--- config.mk ---
export PLATFORM = sky130hd
export DESIGN_NAME = c_like_token_lexer_unit
export DESIGN_NICKNAME = d
export VERILOG_FILES = /design/src/cltl_pkg.sv /design/src/cltl_step.sv /design/src/cltl_outq.sv /design/src/c_like_token_lexer_unit.sv
export SDC_FILE = /design/constraint.sdc
export NUM_CORES = 2
export LEC_CHECK = 0
export ABC_AREA = 0
export BUFFER_PORTS_ARGS = -buffer_cell sky130_fd_sc_hd__buf_2
export CORE_MARGIN = 5
export CORE_UTILIZATION = 66
export CTS_CLUSTER_SIZE = 24
export DETAILED_ROUTE_END_ITERATION = 10
export GPL_TIMING_DRIVEN = 0
export MAX_ROUTING_LAYER = met4
export PLACE_DENSITY_LB_ADDON = 0.1
export SYNTH_ARGS = -nofsm -noshare
export SYNTH_HDL_FRONTEND = slang
export SYNTH_HIERARCHICAL = 1
export SYNTH_SLANG_ARGS = --single-unit
--- constraint.sdc ---
create_clock -name aclk -period 23.5 [get_ports aclk]
set_input_delay 1.175 -clock aclk [delete_from_list [all_inputs] [get_ports aclk]]
set_output_delay 1.175 -clock aclk [all_outputs]
set_load 0.02 [all_outputs]
--- src/cltl_pkg.sv ---
`default_nettype none
package cltl_pkg;
    localparam int COUNT_BITS = 24;
    localparam int OUT_BITS = 24;
    localparam logic [COUNT_BITS-1:0] COUNT_MAX = {COUNT_BITS{1'b1}};

    localparam logic [3:0] M_IDLE = 4'd0;
    localparam logic [3:0] M_IDENT = 4'd1;
    localparam logic [3:0] M_INT = 4'd2;
    localparam logic [3:0] M_INT_DOT = 4'd3;
    localparam logic [3:0] M_FLOAT = 4'd4;
    localparam logic [3:0] M_OP = 4'd5;
    localparam logic [3:0] M_SLASH = 4'd6;
    localparam logic [3:0] M_LINE = 4'd7;
    localparam logic [3:0] M_BLOCK = 4'd8;
    localparam logic [3:0] M_BLOCK_STAR = 4'd9;

    localparam logic [2:0] K_IDENT = 3'd0;
    localparam logic [2:0] K_KEYWORD = 3'd1;
    localparam logic [2:0] K_INT = 3'd2;
    localparam logic [2:0] K_FLOAT = 3'd3;
    localparam logic [2:0] K_OPER = 3'd4;
    localparam logic [2:0] K_DELIM = 3'd5;
    localparam logic [2:0] K_SUMMARY = 3'd6;

    localparam logic [3:0] OP_SLASH = 4'd9;

    typedef struct packed {
        logic [2:0] kind;
        logic [3:0] sub;
        logic [OUT_BITS-1:0] line;
        logic [OUT_BITS-1:0] column;
        logic [OUT_BITS-1:0] offset;
        logic [OUT_BITS-1:0] length;
        logic unterm;
        logic [OUT_BITS-1:0] bad;
        logic last;
    } result_t;

    typedef struct packed {
        logic [1:0] count;
        result_t r0;
        result_t r1;
    } result_set_t;

    function automatic logic [COUNT_BITS-1:0] sat_inc(input logic [COUNT_BITS-1:0] v);
        return (v == COUNT_MAX) ? v : v + 1'b1;
    endfunction

    function automatic logic is_letter(input logic [7:0] c);
        return (c >= 8'h61 && c <= 8'h7a) || (c >= 8'h41 && c <= 8'h5a) || c == 8'h5f;
    endfunction

    function automatic logic is_digit(input logic [7:0] c);
        return c >= 8'h30 && c <= 8'h39;
    endfunction
endpackage
`default_nettype wire

--- src/cltl_step.sv ---
`default_nettype none
module cltl_step (
    input  wire logic                         aclk,
    input  wire logic                         aresetn,
    input  wire logic                         step_en,
    input  wire logic [7:0]                   ch,
    input  wire logic                         eoi,
    output cltl_pkg::result_set_t             res
);
    import cltl_pkg::*;

    logic [3:0] mode_reg, mode_next;
    logic [47:0] word_reg, word_next;
    logic [7:0] held_reg, held_next;
    logic [COUNT_BITS-1:0] line_reg, line_next, col_reg, col_next, off_reg, off_next;
    logic [COUNT_BITS-1:0] tline_reg, tline_next, tcol_reg, tcol_next;
    logic [COUNT_BITS-1:0] toff_reg, toff_next, tlen_reg, tlen_next;
    logic [COUNT_BITS-1:0] bad_reg, bad_next;
    logic cerr_reg, cerr_next;

    // token record as it stands after the first (pending) emission
    logic [1:0] n;
    result_t r0, r1;

    function automatic result_t mk(input logic [2:0] k, input logic [3:0] s,
                                   input logic [COUNT_BITS-1:0] ln,
                                   input logic [COUNT_BITS-1:0] cl,
                                   input logic [COUNT_BITS-1:0] of,
                                   input logic [COUNT_BITS-1:0] le,
                                   input logic [COUNT_BITS-1:0] bd);
        result_t r;
        r.kind = k;
        r.sub = s;
        r.line = ln[OUT_BITS-1:0];
        r.column = cl[OUT_BITS-1:0];
        r.offset = of[OUT_BITS-1:0];
        r.length = le[OUT_BITS-1:0];
        r.unterm = 1'b0;
        r.bad = bd[OUT_BITS-1:0];
        r.last = 1'b0;
        return r;
    endfunction

    function automatic logic [3:0] kw_index(input logic [47:0] w,
                                            input logic [COUNT_BITS-1:0] len,
                                            output logic hit);
        hit = 1'b1;
        if (len == 3 && w == 48'h696E74) return 4'd0;
        if (len == 5 && w == 48'h666C6F6174) return 4'd1;
        if (len == 4 && w == 48'h766F6964) return 4'd2;
        if (len == 2 && w == 48'h6966) return 4'd3;
        if (len == 4 && w == 48'h656C7365) return 4'd4;
        if (len == 5 && w == 48'h7768696C65) return 4'd5;
        if (len == 6 && w == 48'h72657475726E) return 4'd6;
        if (len == 5 && w == 48'h636F6E7374) return 4'd7;
        hit = 1'b0;
        return 4'd0;
    endfunction

    always_comb begin
        logic emit;
        logic [2:0] ek;
        logic [3:0] es;
        logic go_idle;
        logic hit;
        logic [3:0] kwi;
        logic [7:0] c;
        logic [COUNT_BITS-1:0] bad_mid;
        logic [COUNT_BITS-1:0] sl, sc, so, len_s;
        logic emit2;
        logic [2:0] k2;
        logic [3:0] s2;
        logic start;

        c = ch;
        mode_next = mode_reg;
        word_next = word_reg;
        held_next = held_reg;
        line_next = line_reg;
        col_next = col_reg;
        off_next = off_reg;
        tline_next = tline_reg;
        tcol_next = tcol_reg;
        toff_next = toff_reg;
        tlen_next = tlen_reg;
        bad_next = bad_reg;
        cerr_next = cerr_reg;
        emit = 1'b0;
        ek = K_IDENT;
        es = 4'd0;
        go_idle = 1'b0;
        kwi = kw_index(word_reg, tlen_reg, hit);
        emit2 = 1'b0;
        k2 = K_IDENT;
        s2 = 4'd0;
        start = 1'b0;
        sl = line_reg;
        sc = col_reg;
        so = off_reg;
        len_s = COUNT_BITS'(1);
        n = 2'd0;
        r0 = '0;
        r1 = '0;

        // first stage: pending token resolution (flush or terminated by c)
        unique case (mode_reg)
            M_IDENT: begin
                if (!eoi && (is_letter(c) || is_digit(c))) begin
                    if (tlen_reg < 6) word_next = {word_reg[39:0], c};
                    tlen_next = sat_inc(tlen_reg);
                end else begin
                    emit = 1'b1;
                    ek = hit ? K_KEYWORD : K_IDENT;
                    es = hit ? kwi : 4'd0;
                    go_idle = 1'b1;
                end
            end
            M_INT: begin
                if (!eoi && is_digit(c)) tlen_next = sat_inc(tlen_reg);
                else if (!eoi && c == ".") mode_next = M_INT_DOT;
                else begin
                    emit = 1'b1;
                    ek = K_INT;
                    go_idle = 1'b1;
                end
            end
            M_INT_DOT: begin
                if (!eoi && is_digit(c)) begin
                    tlen_next = sat_inc(sat_inc(tlen_reg));
                    mode_next = M_FLOAT;
                end else begin
                    emit = 1'b1;
                    ek = K_INT;
                    go_idle = 1'b1;
                    bad_next = sat_inc(bad_reg);
                end
            end
            M_FLOAT: begin
                if (!eoi && is_digit(c)) tlen_next = sat_inc(tlen_reg);
                else begin
                    emit = 1'b1;
                    ek = K_FLOAT;
                    go_idle = 1'b1;
                end
            end
            M_OP: begin
                logic pair;
                logic [3:0] pc;
                pair = 1'b0;
                pc = 4'd0;
                if (!eoi && c == "=") begin
                    pair = 1'b1;
                    case (held_reg)
                        "=": pc = 4'd0;
                        "<": pc = 4'd1;
                        ">": pc = 4'd2;
                        "!": pc = 4'd3;
                        default: pair = 1'b0;
                    endcase
                end else if (!eoi && c == "&" && held_reg == "&") begin
                    pair = 1'b1;
                    pc = 4'd4;
                end else if (!eoi && c == "|" && held_reg == "|") begin
                    pair = 1'b1;
                    pc = 4'd5;
                end
                if (pair) begin
                    tlen_next = COUNT_BITS'(2);
                    emit = 1'b1;
                    ek = K_OPER;
                    es = pc;
                    mode_next = M_IDLE;
                end else begin
                    go_idle = 1'b1;
                    emit = 1'b1;
                    ek = K_OPER;
                    case (held_reg)
                        "=": es = 4'd11;
                        "<": es = 4'd12;
                        ">": es = 4'd13;
                        "!": es = 4'd14;
                        default: begin
                            emit = 1'b0;
                            bad_next = sat_inc(bad_reg);
                        end
                    endcase
                end
            end
            M_SLASH: begin
                if (!eoi && c == "/") mode_next = M_LINE;
                else if (!eoi && c == "*") mode_next = M_BLOCK;
                else begin
                    emit = 1'b1;
                    ek = K_OPER;
                    es = OP_SLASH;
                    go_idle = 1'b1;
                end
            end
            M_LINE: begin
                if (eoi) mode_next = M_IDLE;
                else if (c == "\n") mode_next = M_IDLE;
            end
            M_BLOCK: begin
                if (eoi) cerr_next = 1'b1;
                else if (c == "*") mode_next = M_BLOCK_STAR;
            end
            M_BLOCK_STAR: begin
                if (eoi) cerr_next = 1'b1;
                else if (c == "/") mode_next = M_IDLE;
                else if (c != "*") mode_next = M_BLOCK;
            end
            default: go_idle = 1'b1;
        endcase

        // tlen_next holds 2 for a paired op; the emit uses it
        if (emit) begin
            r0 = mk(ek, es, tline_reg, tcol_reg, toff_reg,
                    (mode_reg == M_OP && !go_idle) ? tlen_next : tlen_reg, bad_reg);
            n = 2'd1;
        end
        bad_mid = bad_next;

        if (eoi) begin
            result_t s;
            s.kind = K_SUMMARY;
            s.sub = 4'd0;
            s.line = line_reg[OUT_BITS-1:0];
            s.column = col_reg[OUT_BITS-1:0];
            s.offset = off_reg[OUT_BITS-1:0];
            s.length = '0;
            s.unterm = cerr_next;
            s.bad = bad_mid[OUT_BITS-1:0];
            s.last = 1'b1;
            if (emit) r1 = s;
            else r0 = s;
            n = emit ? 2'd2 : 2'd1;
            mode_next = M_IDLE;
            word_next = '0;
            held_next = '0;
            line_next = COUNT_BITS'(1);
            col_next = COUNT_BITS'(1);
            off_next = '0;
            tline_next = '0;
            tcol_next = '0;
            toff_next = '0;
            tlen_next = '0;
            bad_next = '0;
            cerr_next = 1'b0;
        end else begin
            if (go_idle) begin
                mode_next = M_IDLE;
                if (is_letter(c)) begin
                    start = 1'b1;
                    word_next = {40'd0, c};
                    mode_next = M_IDENT;
                end else if (is_digit(c)) begin
                    start = 1'b1;
                    mode_next = M_INT;
                end else if (c == " " || c == "\t" || c == 8'h0d || c == "\n") begin
                end else if (c == "/") begin
                    start = 1'b1;
                    mode_next = M_SLASH;
                end else if (c == "=" || c == "<" || c == ">" || c == "!" ||
                             c == "&" || c == "|") begin
                    start = 1'b1;
                    held_next = c;
                    mode_next = M_OP;
                end else if (c == "+" || c == "-" || c == "*" || c == "%") begin
                    start = 1'b1;
                    emit2 = 1'b1;
                    k2 = K_OPER;
                    s2 = (c == "+") ? 4'd6 : (c == "-") ? 4'd7 : (c == "*") ? 4'd8 : 4'd10;
                end else begin
                    case (c)
                        "(": begin start = 1'b1; emit2 = 1'b1; k2 = K_DELIM; s2 = 4'd0; end
                        ")": begin start = 1'b1; emit2 = 1'b1; k2 = K_DELIM; s2 = 4'd1; end
                        "{": begin start = 1'b1; emit2 = 1'b1; k2 = K_DELIM; s2 = 4'd2; end
                        "}": begin start = 1'b1; emit2 = 1'b1; k2 = K_DELIM; s2 = 4'd3; end
                        ";": begin start = 1'b1; emit2 = 1'b1; k2 = K_DELIM; s2 = 4'd4; end
                        ",": begin start = 1'b1; emit2 = 1'b1; k2 = K_DELIM; s2 = 4'd5; end
                        default: bad_next = sat_inc(bad_mid);
                    endcase
                end
                if (start) begin
                    tline_next = sl;
                    tcol_next = sc;
                    toff_next = so;
                    tlen_next = len_s;
                end
                if (emit2) begin
                    if (emit) r1 = mk(k2, s2, sl, sc, so, len_s, bad_mid);
                    else r0 = mk(k2, s2, sl, sc, so, len_s, bad_mid);
                    n = emit ? 2'd2 : 2'd1;
                end
            end
            off_next = sat_inc(off_reg);
            if (c == "\n") begin
                line_next = sat_inc(line_reg);
                col_next = COUNT_BITS'(1);
            end else begin
                col_next = sat_inc(col_reg);
            end
        end
    end

    assign res.count = n;
    assign res.r0 = r0;
    assign res.r1 = r1;

    always_ff @(posedge aclk) begin
        if (!aresetn) begin
            mode_reg <= M_IDLE;
            word_reg <= '0;
            held_reg <= '0;
            line_reg <= COUNT_BITS'(1);
            col_reg <= COUNT_BITS'(1);
            off_reg <= '0;
            tline_reg <= '0;
            tcol_reg <= '0;
            toff_reg <= '0;
            tlen_reg <= '0;
            bad_reg <= '0;
            cerr_reg <= 1'b0;
        end else if (step_en) begin
            mode_reg <= mode_next;
            word_reg <= word_next;
            held_reg <= held_next;
            line_reg <= line_next;
            col_reg <= col_next;
            off_reg <= off_next;
            tline_reg <= tline_next;
            tcol_reg <= tcol_next;
            toff_reg <= toff_next;
            tlen_reg <= tlen_next;
            bad_reg <= bad_next;
            cerr_reg <= cerr_next;
        end
    end
endmodule
`default_nettype wire

--- src/cltl_outq.sv ---
`default_nettype none
module cltl_outq (
    input  wire logic                  aclk,
    input  wire logic                  aresetn,
    input  wire logic                  in_valid,
    output logic                       in_ready,
    input  cltl_pkg::result_set_t      in_set,
    output logic                       out_valid,
    input  wire logic                  out_ready,
    output cltl_pkg::result_t          out_res
);
    import cltl_pkg::*;

    // four-entry result queue; an item adds at most two results
    result_t q_reg [4];
    logic [1:0] rd_reg, wr_reg;
    logic [2:0] cnt_reg;
    logic pop;
    logic [1:0] push_n;

    assign out_valid = cnt_reg != 3'd0;
    assign out_res = q_reg[rd_reg];
    assign pop = out_valid && out_ready;
    assign in_ready = cnt_reg <= 3'd2;
    assign push_n = (in_valid && in_ready) ? in_set.count : 2'd0;

    always_ff @(posedge aclk) begin
        if (push_n != 2'd0) q_reg[wr_reg] <= in_set.r0;
        if (push_n == 2'd2) q_reg[wr_reg + 2'd1] <= in_set.r1;
        if (!aresetn) begin
            rd_reg <= '0;
            wr_reg <= '0;
            cnt_reg <= '0;
        end else begin
            wr_reg <= wr_reg + push_n;
            rd_reg <= rd_reg + {1'b0, pop};
            cnt_reg <= cnt_reg + {1'b0, push_n} - {2'b0, pop};
        end
    end
endmodule
`default_nettype wire

--- src/c_like_token_lexer_unit.sv ---
`default_nettype none
// Streaming lexer: one source byte per transfer on the s_ channel, tokens on m_.
// s_end_of_input=1 flushes the pending token and emits a summary (is_last=1),
// then all positions and counters return to their start values.
// Each input transfer is resolved in the cycle it is accepted: the scanner
// state updates at that edge and its zero to two results enter a four-entry
// result queue; m_ shows the head of that registered queue. With m_ready
// high, one byte per cycle is sustained while bytes average at most one
// result; a byte that closes a token and is itself a one-byte token adds
// two, and m_ drains one per cycle, so runs of those halve the input rate.
// When the receiver stalls, the queue fills and s_ready drops once fewer
// than two entries are free.
// Reset (aresetn low, synchronous) empties the queue and sets line and
// column to 1, offsets and counts to 0, and the scanner to idle.
module c_like_token_lexer_unit (
    input  wire logic        aclk,
    input  wire logic        aresetn,
    input  wire logic        s_valid,
    output logic             s_ready,
    input  wire logic [7:0]  s_ch,
    input  wire logic        s_end_of_input,
    output logic             m_valid,
    input  wire logic        m_ready,
    output logic [2:0]       m_event_kind,
    output logic [3:0]       m_sub_code,
    output logic [23:0]      m_start_line,
    output logic [23:0]      m_start_column,
    output logic [23:0]      m_start_offset,
    output logic [23:0]      m_token_length,
    output logic             m_unterminated_comment,
    output logic [23:0]      m_unsupported_total,
    output logic             m_is_last
);
    import cltl_pkg::*;

    result_set_t set;
    result_t res;
    logic acc;

    assign acc = s_valid && s_ready;

    cltl_step u_step (
        .aclk(aclk), .aresetn(aresetn), .step_en(acc),
        .ch(s_ch), .eoi(s_end_of_input), .res(set)
    );

    cltl_outq u_q (
        .aclk(aclk), .aresetn(aresetn),
        .in_valid(s_valid), .in_ready(s_ready), .in_set(set),
        .out_valid(m_valid), .out_ready(m_ready), .out_res(res)
    );

    assign m_event_kind = res.kind;
    assign m_sub_code = res.sub;
    assign m_start_line = res.line;
    assign m_start_column = res.column;
    assign m_start_offset = res.offset;
    assign m_token_length = res.length;
    assign m_unterminated_comment = res.unterm;
    assign m_unsupported_total = res.bad;
    assign m_is_last = res.last;
endmodule
`default_nettype wire
Word-level counts from Yosys, hierarchy flattened --
Memory sizes are Yosys's and may differ from the RTL's. A register that Yosys moved wholly into a read port is not among the register bits. Cells that the tools add are included.
Word-level totals: bits in registers 260, bits in writable memories 516, bits of input ports 13, output and inout bits 131, logic and storage cells 406, memories 1
Operators by class: $add $sub $neg 12, order comparisons 8, eq/ne operators 75, mux-type cells 236, reductions and logical operators 59
Memories:
- u_q.q_reg | depth 4, bits a word 129, rd ports 1, clocked after memory_dff 1, wr ports 2, line cltl_outq.sv:15 | result_t q_reg [4];
Operators by type and width (number):
- 2-to-1 mux 129 bit | 11
- 2-to-1 mux 24 bit | 41
- 2-to-1 mux 48 bit | 6
- 2-to-1 mux 4 bit | 56
- adder 24 x 1 -> 24 bit (second input constant) | 7
- == test 24 bit (second input constant) | 7
- == test 8 x 6 -> 1 bit (second input constant) | 21
- == test 48 x 39 -> 1 bit (second input constant) | 3
- == test 48 x 31 -> 1 bit (second input constant) | 2
- one-hot mux 24 bit (4 select lines) | 1
- 2-to-1 mux 1 bit | 82
- == test 24 x 3 -> 1 bit (second input constant) | 3
- 2-to-1 mux 8 bit | 7
- == test 24 x 2 -> 1 bit (second input constant) | 2
- == test 48 x 15 -> 1 bit (second input constant) | 1
- == test 48 x 23 -> 1 bit (second input constant) | 1
- == test 48 x 47 -> 1 bit (second input constant) | 1
- one-hot mux 24 bit (2 select lines) | 1
- == test 8 x 7 -> 1 bit (second input constant) | 5
- 2-to-1 mux 3 bit | 13
- one-hot mux 4 bit (7 select lines) | 1
- == test 8 x 4 -> 1 bit (second input constant) | 3
- logical AND 1 bit | 24
- less-than comparator 24 x 3 -> 1 bit (second input constant) | 1
- other kinds (42) | 90

Longest topological paths before layout --
depth in word-level cells 47, depth in mapped cells 25, gate-level depth less buffers 20

Modules after synthesis --
The synthesis kept the hierarchy.
Modules (own cells, without submodules):
- cltl_outq | times used 1, cells each 1304, area each 26998.4 µm², sequential area each 15635.0 µm²
- cltl_step | times used 1, cells each 2461, area each 17830.9 µm², sequential area each 5064.9 µm²
- c_like_token_lexer_unit | times used 1, cells each 1, area each 6.3 µm², sequential area each 0.0 µm²

Worst setup path after synthesis --
No wires, ideal clock.
kind input -> register, start point in s_ch[4], end point mem u_q/q_reg[1][0] (netlist name), enable pin, setup time 809 ps, data arrival time 13289 ps, required time 22691 ps, setup slack 9402 ps, cell stages on the path 17, buffers on the path 5, cell sequence buf_2 nor4b_2 buf_2 nand3_1 o211ai_1 nand3_1 nor2_1 and2_1 clkbuf_1 inv_2 clkbuf_1 buf_1 ha_1 a211oi_1 nor2_1 nand2_1 a211oi_1
RTL lines:
- from (decl) | line c_like_token_lexer_unit.sv:20 | input wire logic [7:0] s_ch,
- to (decl) | line cltl_outq.sv:15

==> reports/qor.csv <==
stage,metric,value,unit
status,status,"finished, violations left",
status,violations,"max-capacitance violations, max-slew violations",
setup_path,cp-end-kind,register,
setup_path,slowest_delay,900,ps
power,worst_ir_drop_vdd,58.6,uV
hold_path,timing.hold.worst.start,u_step/held_reg[5],
sta,finalHoldViolCount,0,
synthesis,syn_area,44800,um^2
cts,cts_sink_count,776,
floorplan,floorplan.die.height,271,um
hold_path,hold_class,reg -> reg,
floorplan,core_region_area,67300,um^2
setup_path,cp-startpoint,s_end_of_input,
global_routing,grt_usage,34.3,%
setup_path,critical_path.max_fanout,23,
synthesis,synth.yosys.seq_area_share,46.2,%
final_layout,finalCoreUtilization,74.6,%
final_layout,footprint_of_the_multi_input_gates,22400,um^2
sta,slew_headroom,-2.21,%
final_layout,num-fill-cells,4468,
sta,finalClockSkew,25.6,ps
final_layout,nets,4074,
power,p_leak,0.0187,uW
power,finalPower,3680,uW
sta,maxClockFrequency,121,MHz
detailed_routing,detail_route.drc_violations,0,
floorplan,die_w,271,um
cts,cts_setup_buffers,0,
cts,cts_resized,0,
place,hpwl,87700,um
detailed_routing,drt_iter0_markers,3536,
sta,rsz0062_at_grt,no,
synthesis,netlist_top_cells_count,"516 x edfxtp_1, 400 x mux2_4, 341 x nand2_1",
power,power_density,73.3,nW/um^2
detailed_routing,drt.antenna.violating_nets,0,
final_layout,stdcell_count,4988,
synthesis,synth_edf_count,516,
global_routing,grt_first_pass_wirelength,192000,um
cts,cts_hold_buffers,0,
setup_path,timing.critical_path.cells,buf_2 -> buf_1 -> inv_2 -> a21oi_1 -> nor2_1 -> and2_1 -> clkbuf_1 -> inv_2 -> clkbuf_1 -> buf_1 -> ha_1 -> a211oi_1 -> nor2_1 -> and2b_4 -> nand2_1 -> a21oi_4 -> buf_16 -> buf_16 -> buf_12 -> buf_12,
final_layout,final_cell_area,50200,um^2
synthesis,asyncSetResetFlopFracSynth,0,%
global_routing,number_of_antenna_violations_at_the_first_check_in_global_routing,3,
synthesis,post-synth-top-count-cell,edfxtp_1,
place,globalplace.congestion,0.961,
detailed_routing,vias,32570,
cts,cts-htree-levels,3,
setup_path,worst_path_max_delay_cell,a21oi_1,
sta,final.min_clock_period,8230,ps
synthesis,syn_inst,3766,
sta,setup-violations-final,0,
sta,min_period_over_period,35.0,%
setup_path,worstPathRequired,23820,ps
sta,worst_slew_pin_slew,1530,ps
place,placed_cells,4833,
synthesis,synthTopCellsByArea,"edfxtp_1 35%, mux2_4 13%, dfxtp_1 12%",
cts,cts_root_buffer,clkbuf_16,
setup_path,arrival,8550,ps
cts,cts_tree,yes,
synthesis,dominantRegCellSynth,edfxtp_1,
cts,clk_transition_reported_paths,60,ps
setup_path,path_class,in -> reg,
synthesis,synth_top_area_cell,edfxtp_1,
global_routing,grt_max_degree,27,
detailed_routing,drt-total-wl,125000,um
cts,numCtsBuffers,82,
synthesis,synthesized_area_per_cell,11.9,um^2
detailed_routing,vias_cell,6.53,
place,dpl-instance-area,47400,um^2
flow_run,max_cap_viol_count,1,
cts,cts-root-to-sink-buffers,3,
global_routing,grt_pass1_vias,32196,
floorplan,dieArea,73200,um^2
global_routing,overflow,0,
final_layout,post_route_cells_drive_above_1_share,27.2,%
final_layout,sequential_cell_area,20700,um^2
synthesis,synth_top_cell_area_share,34.6,%
floorplan,std_cell_rows,95,
place,port_buffers,140,
setup_path,critical_path.startpoint_type,input port,
detailed_routing,wl_per_cell,25.0,um
sta,slew_violations,11,
cts,clock_network_latency_to_the_later_pin_of_the_worst_skew_pair,650,ps
synthesis,synthesis.yosys.warnings,6,
final_layout,largest_register_ffs,516,
floorplan,floorplan.initialDensity,66.6,%
detailed_routing,dr.pass1.iters,8,
final_layout,area_growth_syn_to_layout,11.9,%
setup_path,r2r-start,u_step/mode_reg[1],
synthesis,synth.lib_cells_used.distinct,110,
sta,finalSetupTns,0,ps
floorplan,io-pin-count,144,
synthesis,postSynthRegisterBits,776,
cell type report:
class	count	area share, %
clock inverters	37	1.07
repair buffers	172	2.61
well taps	873	2.18
inverters	38	0.284
clock buffers	117	4.49
diodes	1	0.00499
plain buffers	314	3.52
flip-flops and latches	776	41.3
multi-input cells	2660	44.6
cell families (layout without fill, tap and decap cells):
kind of cell	Yosys count	after routing	synth area share (%)
AOI/OAI and AO/OA	607	607	8.97
and+or+nand+nor	1233	1233	14.6
adders and majority gates	18	18	0.513
other	1	24	0.00836
DFF	776	776	46.2
muxes	661	661	23.2
xor gates and xnor gates	118	118	2.31
buffers and inverters	352	678	4.26
metal layers:
layer / GRT usage, % / part of all wire (%) / vias up
met4: 13.1 / 4.5 / 0
met1: 44.9 / 40 / 16146
li1: - / - / 14634
met5: - / 0 / -
met3: 5.23 / 7.6 / 336
met2: 54.6 / 47 / 1454
power breakdown:
part	total [uW]	internal, uW	switching (uW)
Combinational	803	297	506
Sequential	1540	1520	22.2
Clock	1340	786	550
Total	3680	2600	1080
path summary, 6_finish.rpt:
check	cells past startpoint	slack [ps]	endpoint
setup / recovery	20	15270	u_q/q_reg[2][38]
hold reg to reg	2	490	u_step/held_reg[5]
hold / removal	2	490	u_step/held_reg[5]
setup reg to reg	21	15600	u_q/q_reg[2][38]
cells in the final DEF (no fill, tap or decap), types with 22 or more instances in the layout:
| cell | count |
|---|---|
| buf_4 | 30 |
| buf_6 | 55 |
| a21oi_1 | 93 |
| nand4_1 | 62 |
| nor2b_1 | 148 |
| inv_1 | 36 |
| and3_1 | 35 |
| xor2_1 | 62 |
| clkbuf_1 | 192 |
| clkbuf_16 | 83 |
| mux2_2 | 106 |
| or3_1 | 23 |
| nor4_1 | 28 |
| o31ai_1 | 34 |
| nand3_1 | 96 |
| mux2_4 | 400 |
| edfxtp_1 | 516 |
| o21ai_0 | 163 |
| nand2_1 | 341 |
| o21ai_1 | 23 |
| xnor2_1 | 56 |
| dfxtp_1 | 260 |
| mux4_2 | 129 |
| nor3_1 | 45 |
| a22oi_1 | 124 |
| conb_1 | 23 |
| buf_2 | 191 |
| nor2_1 | 205 |
| and2_1 | 122 |
| a31oi_1 | 22 |
per-stage QoR:
step           worst slack, ps  hold WS [ps]
6_report                 15270           489
5_1_grt                  15120           494
4_1_cts                  15560           479
3_5_place_dp             14960           465
3_3_place_gp              -505           447
2_1_floorplan             9400           405
critical path, delay by kind of cell:
kind | cells | cell delay, ps
buffers and inverters | 11 | 3770
AO/OA/AOI/OAI | 3 | 2150
AND/OR/NAND/NOR | 5 | 1010
adder cells (fa/ha/maj) | 1 | 370
No activity file was read; power rests on OpenSTA's default activity.
